===== config.mk =====
export PLATFORM = sky130hd
export DESIGN_NAME = rbfk_ctrl
export DESIGN_NICKNAME = d
export VERILOG_FILES = /design/src/hdl/rbfk_pkg.sv /design/src/hdl/rbfk_ctrl.sv
export SDC_FILE = /design/constraint.sdc
export NUM_CORES = 1
export LEC_CHECK = 0
export BUFFER_PORTS_ARGS = -buffer_cell sky130_fd_sc_hd__buf_2
export CAP_MARGIN = 10
export CORE_AREA = 2 2 39 41
export CTS_CLUSTER_DIAMETER = 80
export DETAILED_ROUTE_END_ITERATION = 16
export DIE_AREA = 0 0 41 43
export PLACE_DENSITY = 0.45
export SYNTH_ARGS = -nofsm -noshare
export SYNTH_HDL_FRONTEND = slang
export SYNTH_SLANG_ARGS = --single-unit

===== constraint.sdc =====
create_clock -name clk -period 2.3 [get_ports clk]
set_input_delay 0.46 -clock clk [delete_from_list [all_inputs] [get_ports clk]]
set_output_delay 0.46 -clock clk [all_outputs]
set_load 0.005 [all_outputs]

===== src/hdl/rbfk_pkg.sv =====
package rbfk_pkg;

  // Default vector length
  localparam int FEATURES_DEFAULT = 16;

  // Field and register widths
  localparam int FEAT_W  = 16;
  localparam int CFG_W   = 16;
  localparam int CFG_IDX_W = 1;
  localparam int DIST_W  = 40;
  localparam int SQ_W    = 32;
  localparam int KERN_W  = 16;

  // Register indexes on the configuration port
  localparam logic [CFG_IDX_W-1:0] CFG_GAMMA = 1'd0;
  localparam logic [CFG_IDX_W-1:0] CFG_COUNT = 1'd1;

  // Register reset values
  localparam logic [CFG_W-1:0] GAMMA_RESET = 16'd3277;
  localparam logic [CFG_W-1:0] COUNT_RESET = 16'd1;

  // Exponent arithmetic: log2(e) in Q1.30, 24 fraction bits of the exponent
  localparam logic [30:0] LOG2E_Q30 = 31'd1549082005;
  localparam int EXP_STEPS = 24;
  localparam int STEP_W    = 5;

  typedef logic [29:0] coef_tab_t [EXP_STEPS];

  // Build 2^-(2^-(k+1)) in Q0.30 by repeated integer square roots
  function automatic coef_tab_t build_coefs();
    coef_tab_t tab;
    logic [63:0] c;
    logic [63:0] v;
    logic [63:0] rr;
    logic [63:0] b;
    c = 64'd1 << 29;
    for (int k = 0; k < EXP_STEPS; k++) begin
      v  = c << 30;
      rr = 64'd0;
      for (int i = 0; i < 32; i++) begin
        b = 64'd1 << (62 - 2 * i);
        if (v >= rr + b) begin
          v  = v - (rr + b);
          rr = (rr >> 1) + b;
        end else begin
          rr = rr >> 1;
        end
      end
      c = rr;
      tab[k] = c[29:0];
    end
    return tab;
  endfunction

  localparam coef_tab_t EXP_COEFS = build_coefs();

  // Controller to datapath
  typedef struct packed {
    logic take;      // input may be accepted this cycle
    logic square;    // form squared difference
    logic accum;     // add into the running distance
    logic scale;     // gamma times distance
    logic log_mul;   // convert to a base-2 exponent
    logic exp_step;  // one fraction bit of the power of two
    logic finish;    // final shift and saturation
    logic load_out;  // move the kernel value into the output register
  } rbfk_cmd_t;

  // Datapath to controller
  typedef struct packed {
    logic sample_wrap;  // current element is the last of its sample
    logic exp_last;     // final fraction bit in progress
    logic out_free;     // output register can take a value
  } rbfk_status_t;

endpackage


===== src/hdl/rbfk_ctrl.sv =====
module rbfk_ctrl
  import rbfk_pkg::*;
(
  input  logic         clk,
  input  logic         rst,
  input  logic         in_valid,
  input  logic         op,
  input  rbfk_status_t status,
  output rbfk_cmd_t    cmd
);

  localparam logic [2:0] S_IDLE  = 3'd0;
  localparam logic [2:0] S_SQ    = 3'd1;
  localparam logic [2:0] S_ACC   = 3'd2;
  localparam logic [2:0] S_SCALE = 3'd3;
  localparam logic [2:0] S_LOG   = 3'd4;
  localparam logic [2:0] S_EXP   = 3'd5;
  localparam logic [2:0] S_SHIFT = 3'd6;
  localparam logic [2:0] S_OUT   = 3'd7;

  logic [2:0] state;
  logic [2:0] state_next;

  // Advance the sequence
  always_ff @(posedge clk) begin
    if (rst) begin
      state <= S_IDLE;
    end else begin
      state <= state_next;
    end
  end

  // Next state
  always_comb begin
    state_next = state;
    unique case (state)
      S_IDLE:  if (in_valid && op) state_next = S_SQ;
      S_SQ:    state_next = S_ACC;
      S_ACC:   state_next = status.sample_wrap ? S_SCALE : S_IDLE;
      S_SCALE: state_next = S_LOG;
      S_LOG:   state_next = S_EXP;
      S_EXP:   if (status.exp_last) state_next = S_SHIFT;
      S_SHIFT: state_next = S_OUT;
      S_OUT:   if (status.out_free) state_next = S_IDLE;
      default: state_next = S_IDLE;
    endcase
  end

  // Decode commands
  always_comb begin
    cmd          = '0;
    cmd.take     = (state == S_IDLE);
    cmd.square   = (state == S_SQ);
    cmd.accum    = (state == S_ACC);
    cmd.scale    = (state == S_SCALE);
    cmd.log_mul  = (state == S_LOG);
    cmd.exp_step = (state == S_EXP);
    cmd.finish   = (state == S_SHIFT);
    cmd.load_out = (state == S_OUT) && status.out_free;
  end

endmodule


==> impl_metrics.toml, run 1 <==
[routing]
ant_nets = 0
drt_drc_violations_left = 0
viasPerCell = 4.10
dr.pass1.iters = 2
top_layer_used = "met3"
dr.first_iter.drc_count = 1
wirelength_um = 581
drt-met1-wl_um = 272
vias = 254
wl_per_cell_um = 9.37
dr_wl_met2_um = 258
wl_met3_um = 50

[final_layout]
reg.largest.list = "state (3)"
layout-drive-gt1-share_pct = 41.3
register_area_um2 = 60.1
fill_cells = 169
finalNetCount = 54
instances_no_fill = 62
antenna_cells = 0
finalInstanceArea_um2 = 323
largest_reg_flops = 3
area_growth_pct = 41.0
multi_input_area_um2 = 143
largest_register = "state"

[placed_design]
dp_cells = 58
io_buffers = 14
gp_congestion = 0.676
dp_hpwl_um = 451
place_ws_ns = 0.944
place_area_um2 = 297

[floorplanning]
fp.dieH_um = 43
io-pin-count = 15
die_area_um2 = 1760
std_cell_rows = 14
coreArea_um2 = 1380
fp.dieW_um = 41
initial_utilization_pct = 16.5

[critical_path]
cp_top_family = "flip-flops"
crit_arrival_ns = 1.14
end_kind = "output pin"
cp.required_ns = 1.84
path_buf_inv = 2
crit_type = "register to output pin"
crit_chain = "inv_1 -> nor3_1 -> buf_2"
cp_max_fo = 7
cpPeakStageDelay_ns = 0.43
startpoint_type = "register"
cp_slowest_cell = "dfxtp_1"

[yosys]
synth_warnings = 0
synth_top_area_share_pct = 26.2
synth_common_cells = "nor2_1 (6), dfxtp_1 (3), nand2b_1 (3), nor3_1 (3)"
yosys.area.top_type = "dfxtp_1"
synth_compound_area_share_pct = 16.4
synth_top_family_by_area = "simple AND/OR/NAND/NOR gates"
synth_fa_ha_area_share_pct = 0
synth.most_common_cell = "nor2_1"
seq_area_frac_synth_pct = 26.2
synth_simple_gate_area_share_pct = 41.5
synth.area.top_cells = "dfxtp_1 (26%), buf_6 (9.8%), nor2_1 (9.8%), nand2b_1 (8.2%), nor3_1 (6.6%)"
synth_seq_cells = 3
synth_ff_type = "dfxtp_1"
synthesis.area_um2 = 229
synthesis.nets = 37
netlist_instances = 30
synthArstFlopShare_pct = 0
synth_xor_area_share_pct = 0
synth_edf_count = 0
netlist-cell-type-count = 16
avgSynthCellArea_um2 = 7.63
muxShareOfSynthArea_pct = 4.37

[grt]
grt_max_degree = 12
grt_pass1_wl_um = 876
grt_pass1_vias = 227
grt_usage_pct = 8.14
antenna_found_initial = 0
grt_overflow = 0

[power_and_ir_drop]
ir_worst_vdd_mv = 0.152
p_per_area_nw_per_um2 = 666
p_leak_uw = 0.000151
p_total_uw = 215

[timing]
fin_crit_sh_pct = 69.7
period_minus_slack_ns = 1.60
setup_viol_count_final = 0
report.final.hold_viol_count = 0
tns_ns = 0
maxClockFrequency_ghz = 0.624
slew_headroom_pct = 77.6
worstMarginPinSlew_ns = 0.335
grt_setup_unrepaired = "false"
drv_slew = 0
finClkSkew_ns = 0.00193
worst_slack_ns = 0.697

[cts]
cts.repair.resized = 0
cts_buffers = 3
clock_tree.buffer_depth = 2
cts.sinks = 3
root_buffer = "clkbuf_4"
cts.htree.levels = 1
cts_hold_buf = 0
cts_setup_buffers = 0
cts_tree = "done"
clk_latency_ns = 0.23
clk_pin_slew_ns = 0.04

[run]
drv_cap = 0

[hold_path]
min_path_type = "primary input to register"

[outcome]
status = "complete, no violations"
==> cell families (layout without fill, tap and decap cells) <==
logic type / count (synthesis) / in the layout
multiplexers: 1 / 1
AND/OR/NAND/NOR: 18 / 18
flip-flops: 3 / 3
AO/OA/AOI/OAI: 5 / 5
buffers and inverters: 3 / 19
==> per-layer routing <==
layer / global-route usage, % / vias to the layer above
met5: 0 / -
met4: 10.0 / 0
met3: 3.14 / 0
met2: 10.3 / 10
met1: 8.71 / 106
li1: - / 138
==> power breakdown <==
group / total, uW / internal [uW] / leakage (uW) / switching, uW
logic: 51.5 / 28.0 / 0.000112 / 23.5
clock network: 92.1 / 65.0 / 0.0000150 / 27.1
registers: 71.3 / 58.4 / 0.0000245 / 12.9
==> worst register-to-register path, stage by stage (launching register included) <==
cell and delay (ns):
dfxtp_1 0.51, nand2b_1 0.09, and3_4 0.19, a2111oi_2 0.31
==> final cells by class <==
type	instances	area share, %
clock buffers	4	8.14
inverters	1	1.16
multi-input cells	24	44.2
flip-flops and latches	3	18.6
well taps	16	6.20
repair buffers	14	21.7
==> per-stage QoR <==
stage	hold WS [ns]	util, %
after CTS	0.424	23.3
after global routing	0.436	23.3
final	0.427	23.3
after detailed placement	0.598	21.4
after floorplan	0.529	-
after global placement	0.591	21.4
==> path summary, 6_finish.rpt <==
| check | startpoint | endpoint | slack [ns] | cells past startpoint |
|---|---|---|---|---|
| worst min register to register | state[0]$_SDFFE_PP0P_ | state[2]$_SDFFE_PP0P_ | 0.60 | 2 |
| worst max register to register | state[2]$_SDFFE_PP0P_ | state[1]$_SDFFE_PP0P_ | 1.11 | 3 |
| worst min-delay path | rst | state[1]$_SDFFE_PP0P_ | 0.43 | 2 |
| worst max-delay path | state[0]$_SDFFE_PP0P_ | cmd[6] | 0.70 | 3 |
==> cell usage in the layout, fill, tap and decap left out <==
| cell type | n |
|---|---|
| a21boi_1 | 1 |
| o21ai_1 | 1 |
| clkbuf_4 | 3 |
| and3_4 | 1 |
| nor3b_1 | 1 |
| dfxtp_1 | 3 |
| a2111oi_2 | 1 |
| nor4_1 | 1 |
| buf_2 | 14 |
| nand2b_1 | 3 |
| mux2i_1 | 1 |
| inv_1 | 1 |
| a21oi_1 | 2 |
| nand2_1 | 2 |
| and3_1 | 1 |
| nor3_1 | 3 |
| nor2_1 | 6 |
| clkbuf_1 | 1 |
Note: power is estimated with default switching activity, not from simulation.
==> inputs of run 2 (changes only) <==
--- a/config.mk
+++ b/config.mk
@@ -11,7 +11,7 @@
 export CTS_CLUSTER_DIAMETER = 80
 export DETAILED_ROUTE_END_ITERATION = 16
 export DIE_AREA = 0 0 41 43
-export PLACE_DENSITY = 0.45
+export PLACE_DENSITY = 0.46
 export SYNTH_ARGS = -nofsm -noshare
 export SYNTH_HDL_FRONTEND = slang
 export SYNTH_SLANG_ARGS = --single-unit
==> constraint.sdc (replaced) <==
create_clock -name clk -period 1.4 [get_ports clk]
set_input_delay 0.28 -clock clk [delete_from_list [all_inputs] [get_ports clk]]
set_output_delay 0.28 -clock clk [all_outputs]
set_load 0.005 [all_outputs]
==> run 2 against run 1 <==
First-iteration DRC count increased to 4.0 times the previous value; flip-flop and latch count stayed put; cell area up 1.2%; sequential share of layout area rose by 0.94 points; clock-buffer cell count stayed put; clock skew grew 0.0017 ns; sequential power up 70%; critical path depth unchanged; combinational power up 65%; hold slack worse by 0.18 ns; clock power up 66%; final cell count did not move; largest cell class unchanged; highest routed layer is now met4.
==> impl_metrics.toml, run 2 (synthesis gave the netlist of run 1 again) <==
[routing]
top_layer_used = "met4"
vias = 251
ant_nets = 0
drt_drc_violations_left = 0
wl_met3_um = 64
dr_wl_met2_um = 230
drt-met1-wl_um = 282
dr.pass1.iters = 2
viasPerCell = 4.05
wirelength_um = 610
dr.first_iter.drc_count = 4
wl_per_cell_um = 9.84

[timing]
fin_crit_sh_pct = 93.0
holdWs_ns = 0.251
period_minus_slack_ns = 1.30
finClkSkew_ns = 0.00367
maxClockFrequency_ghz = 0.768
worst_slack_ns = 0.0975
report.final.hold_viol_count = 0
worstMarginPinSlew_ns = 0.249
tns_ns = 0
drv_slew = 0
setup_viol_count_final = 0
grt_setup_unrepaired = "false"
slew_headroom_pct = 83.4

[critical_path]
end_kind = "output pin"
cp_slowest_cell = "dfxtp_2"
cpPeakStageDelay_ns = 0.38
startpoint_type = "register"
crit_chain = "inv_2 -> nor3_1 -> buf_2"
crit_type = "register to output pin"
cp.required_ns = 1.12
crit_arrival_ns = 1.02
cp_max_fo = 7

[placed_design]
gp_congestion = 0.653
dp_cells = 58
place_ws_ns = 0.191
io_buffers = 14
dp_hpwl_um = 447

[final_layout]
finalNetCount = 54
largest_register = "state"
multi_input_area_um2 = 143
reg.largest.list = "state (3)"
register_area_um2 = 63.8
instances_no_fill = 62
layout-drive-gt1-share_pct = 50.0
fill_cells = 160
area_growth_pct = 42.6
final_cell_mix = "buf_2 (14), nor2_1 (6)"
largest_reg_flops = 3
antenna_cells = 0
final_common_cell = "buf_2"

[power_and_ir_drop]
p_per_area_nw_per_um2 = 1100
ir_worst_vdd_mv = 0.334
p_leak_uw = 0.000152

[grt]
grt_overflow = 0
grt_pass1_vias = 195
grt_pass1_wl_um = 910
grt_usage_pct = 8.91
antenna_found_initial = 0
grt_max_degree = 12

[cts]
cts.htree.levels = 1
clock_tree.buffer_depth = 2
cts_hold_buf = 0
clk_pin_slew_ns = 0.04
root_buffer = "clkbuf_4"
cts_buffers = 3
cts_tree = "done"
cts_setup_buffers = 0
cts.sinks = 3
clk_latency_ns = 0.24

[hold_path]
min_path_type = "primary input to register"

[floorplanning]
fp.dieH_um = 43
io-pin-count = 15
fp.dieW_um = 41
initial_utilization_pct = 16.5
die_area_um2 = 1760
std_cell_rows = 14
coreArea_um2 = 1380

[outcome]
status = "complete, no violations"

[run]
drv_cap = 0
run 2: changes by cell type in the layout (fill, tap and decap cells not counted):
cell     delta
inv_2       +1
inv_1       -1
dfxtp_1     -3
dfxtp_2     +3
run 2: repair_timing:
item,CTS,global route
resized for setup,3,1
setup endpoints to repair,5,1
endpoints found under the hold margin,0,0
run 2: worst paths after layout:
path | from | to | slack (ns) | cells past startpoint
worst max-delay path | state[0]$_SDFFE_PP0P_ | cmd[6] | 0.1 | 3
worst min-delay path | rst | state[1]$_SDFFE_PP0P_ | 0.25 | 2
worst max register to register | state[2]$_SDFFE_PP0P_ | state[1]$_SDFFE_PP0P_ | 0.29 | 3
worst min register to register | state[0]$_SDFFE_PP0P_ | state[2]$_SDFFE_PP0P_ | 0.56 | 2
run 2: worst max-delay path, delay by kind of cell, from the launching register on:
kind          cells  cell delay (ns)
flops             1             0.38
buf+inv           2             0.23
simple gates      1             0.18
run 2: report_power, final:
part	internal, uW	switching (uW)	total (uW)
clock network	107	46.1	153
logic	46.5	38.6	85.1
registers	98.3	22.4	121
total	252	107	359
run 2: final cells by class:
cell class / count / area share (%)
Inverter: 1 / 1.15
Clock buffer: 4 / 8.05
Tap cell: 16 / 6.13
Multi-Input combinational cell: 24 / 43.7
Sequential cell: 3 / 19.5
Timing Repair Buffer: 14 / 21.5
run 2: per-stage QoR:
stage | cell area, um^2 | total power [uW] | utilization [%]
2_1_floorplan | 229 | 175 | -
3_3_place_gp | 297 | 206 | 21.4
3_5_place_dp | 297 | 205 | 21.4
4_1_cts | 327 | 369 | 23.6
5_1_grt | 327 | 392 | 23.6
6_report | 327 | 359 | 23.6
run 2: metal layers:
layer | up-vias | global-route usage [%]
met1 | 98 | 10.2
met3 | 4 | 6.28
met4 | 0 | 10.0
met2 | 12 | 9.38
li1 | 137 | -
met5 | - | 0
==> inputs of run 3 (changes only) <==
==> constraint.sdc (replaced) <==
create_clock -name clk -period 1.4 [get_ports clk]
set_input_delay 0.14 -clock clk [delete_from_list [all_inputs] [get_ports clk]]
set_output_delay 0.14 -clock clk [all_outputs]
set_load 0.005 [all_outputs]
==> run 3 against run 2 <==
Hold slack lost 0.13 ns; clock skew is essentially flat; sequential power shrank 3%; largest cell class unchanged; final cell count is the same; combinational power grew 1%.
==> impl_metrics.toml, run 3 (synthesis gave the netlist of run 1 again) <==
[cts]
clk_latency_ns = 0.23
root_buffer = "clkbuf_4"
cts_setup_buffers = 0
cts_hold_buf = 0
cts.htree.levels = 1
clk_pin_slew_ns = 0.04
cts_buffers = 3
clock_tree.buffer_depth = 2
cts_tree = "done"
cts.repair.resized = 0
cts.sinks = 3

[outcome]
status = "complete, no violations"

[grt]
grt_usage_pct = 7.92
antenna_found_initial = 0
grt_overflow = 0
grt_max_degree = 12
grt_pass1_wl_um = 883
grt_pass1_vias = 203

[critical_path]
crit_arrival_ns = 1.16
reg2reg_from = "state[2]$_SDFFE_PP0P_"
startpoint_type = "register"
path_buf_inv = 2
cp_top_family = "flip-flops"
crit_start = "state[0]$_SDFFE_PP0P_"
cp_slowest_cell = "dfxtp_1"
crit_chain = "inv_1 -> nor3_1 -> buf_2"
cp_max_fo = 7
r2r_slack_ns = 0.21
cp.required_ns = 1.26
cpPeakStageDelay_ns = 0.43
end_kind = "output pin"
crit_type = "register to output pin"

[power_and_ir_drop]
p_leak_uw = 0.000151
p_per_area_nw_per_um2 = 1100
ir_worst_vdd_mv = 0.276

[timing]
tns_ns = 0
report.final.hold_viol_count = 0
slew_headroom_pct = 77.9
finClkSkew_ns = 0.00407
setup_viol_count_final = 0
fin_crit_sh_pct = 92.5
worstMarginPinSlew_ns = 0.330
maxClockFrequency_ghz = 0.772
drv_slew = 0
grt_setup_unrepaired = "false"
period_minus_slack_ns = 1.30

[routing]
dr.first_iter.drc_count = 1
wl_per_cell_um = 9.27
drt_drc_violations_left = 0
viasPerCell = 4.02
dr.pass1.iters = 2
vias = 249
wirelength_um = 575
ant_nets = 0

[final_layout]
final_cell_mix = "buf_2 (14), nor2_1 (6)"
largest_reg_flops = 3
layout-drive-gt1-share_pct = 41.3
area_growth_pct = 41.0
largest_register = "state"
reg.largest.list = "state (3)"
antenna_cells = 0
final_common_cell = "buf_2"
finalInstanceArea_um2 = 323
finalNetCount = 54

[floorplanning]
fp.dieW_um = 41
fp.dieH_um = 43
io-pin-count = 15
die_area_um2 = 1760
coreArea_um2 = 1380
initial_utilization_pct = 16.5
std_cell_rows = 14

[hold_path]
worstHoldStart = "rst"
min_path_type = "primary input to register"

[placed_design]
gp_congestion = 0.671
io_buffers = 14
place_area_um2 = 297
dp_hpwl_um = 444

[run]
drv_cap = 0
[run 3: cell counts in the layout (fill, tap and decap cells not counted)]
No cell type changed its count.
[run 3: per-stage QoR]
stage          std cells  total power [uW]  util [%]  worst slack (ns)  hold WS, ns
3_3_place_gp          58               205      21.4             0.242        0.354
3_5_place_dp          58               205      21.4             0.207        0.362
4_1_cts               62               361      23.3             0.108        0.113
2_1_floorplan         30               175         -             0.393        0.209
6_report              62               356      23.3             0.104        0.117
5_1_grt               62               376      23.3           0.00249        0.127
[run 3: layout make-up]
cell class,count,area [um^2]
Inverter,1,3.75
Fill cell,164,1060
Clock buffer,4,26.3
Timing Repair Buffer,14,70.1
Tap cell,16,20.0
Sequential cell,3,60.1
Multi-Input combinational cell,24,143
[run 3: final timing paths]
kind / endpoint / cells past startpoint
hold reg to reg: state[2]$_SDFFE_PP0P_ / 2
hold / removal: state[1]$_SDFFE_PP0P_ / 2
setup / recovery: cmd[6] / 3
setup reg to reg: state[1]$_SDFFE_PP0P_ / 3
[run 3: where the power goes]
group          internal, uW  total [uW]  switching, uW
Sequential             95.9         117           21.3
Combinational          46.0        86.2           40.2
Clock                   107         153           45.7
[run 3: per-layer routing]
| metal | part of all wire, % | vias to the layer above | global-route usage [%] |
|---|---|---|---|
| met5 | 0 | - | 0 |
| met3 | 9.4 | 0 | 3.14 |
| met1 | 51 | 104 | 11.2 |
| li1 | - | 135 | - |
| met2 | 39 | 10 | 8.13 |
| met4 | 0 | 0 | 8.00 |
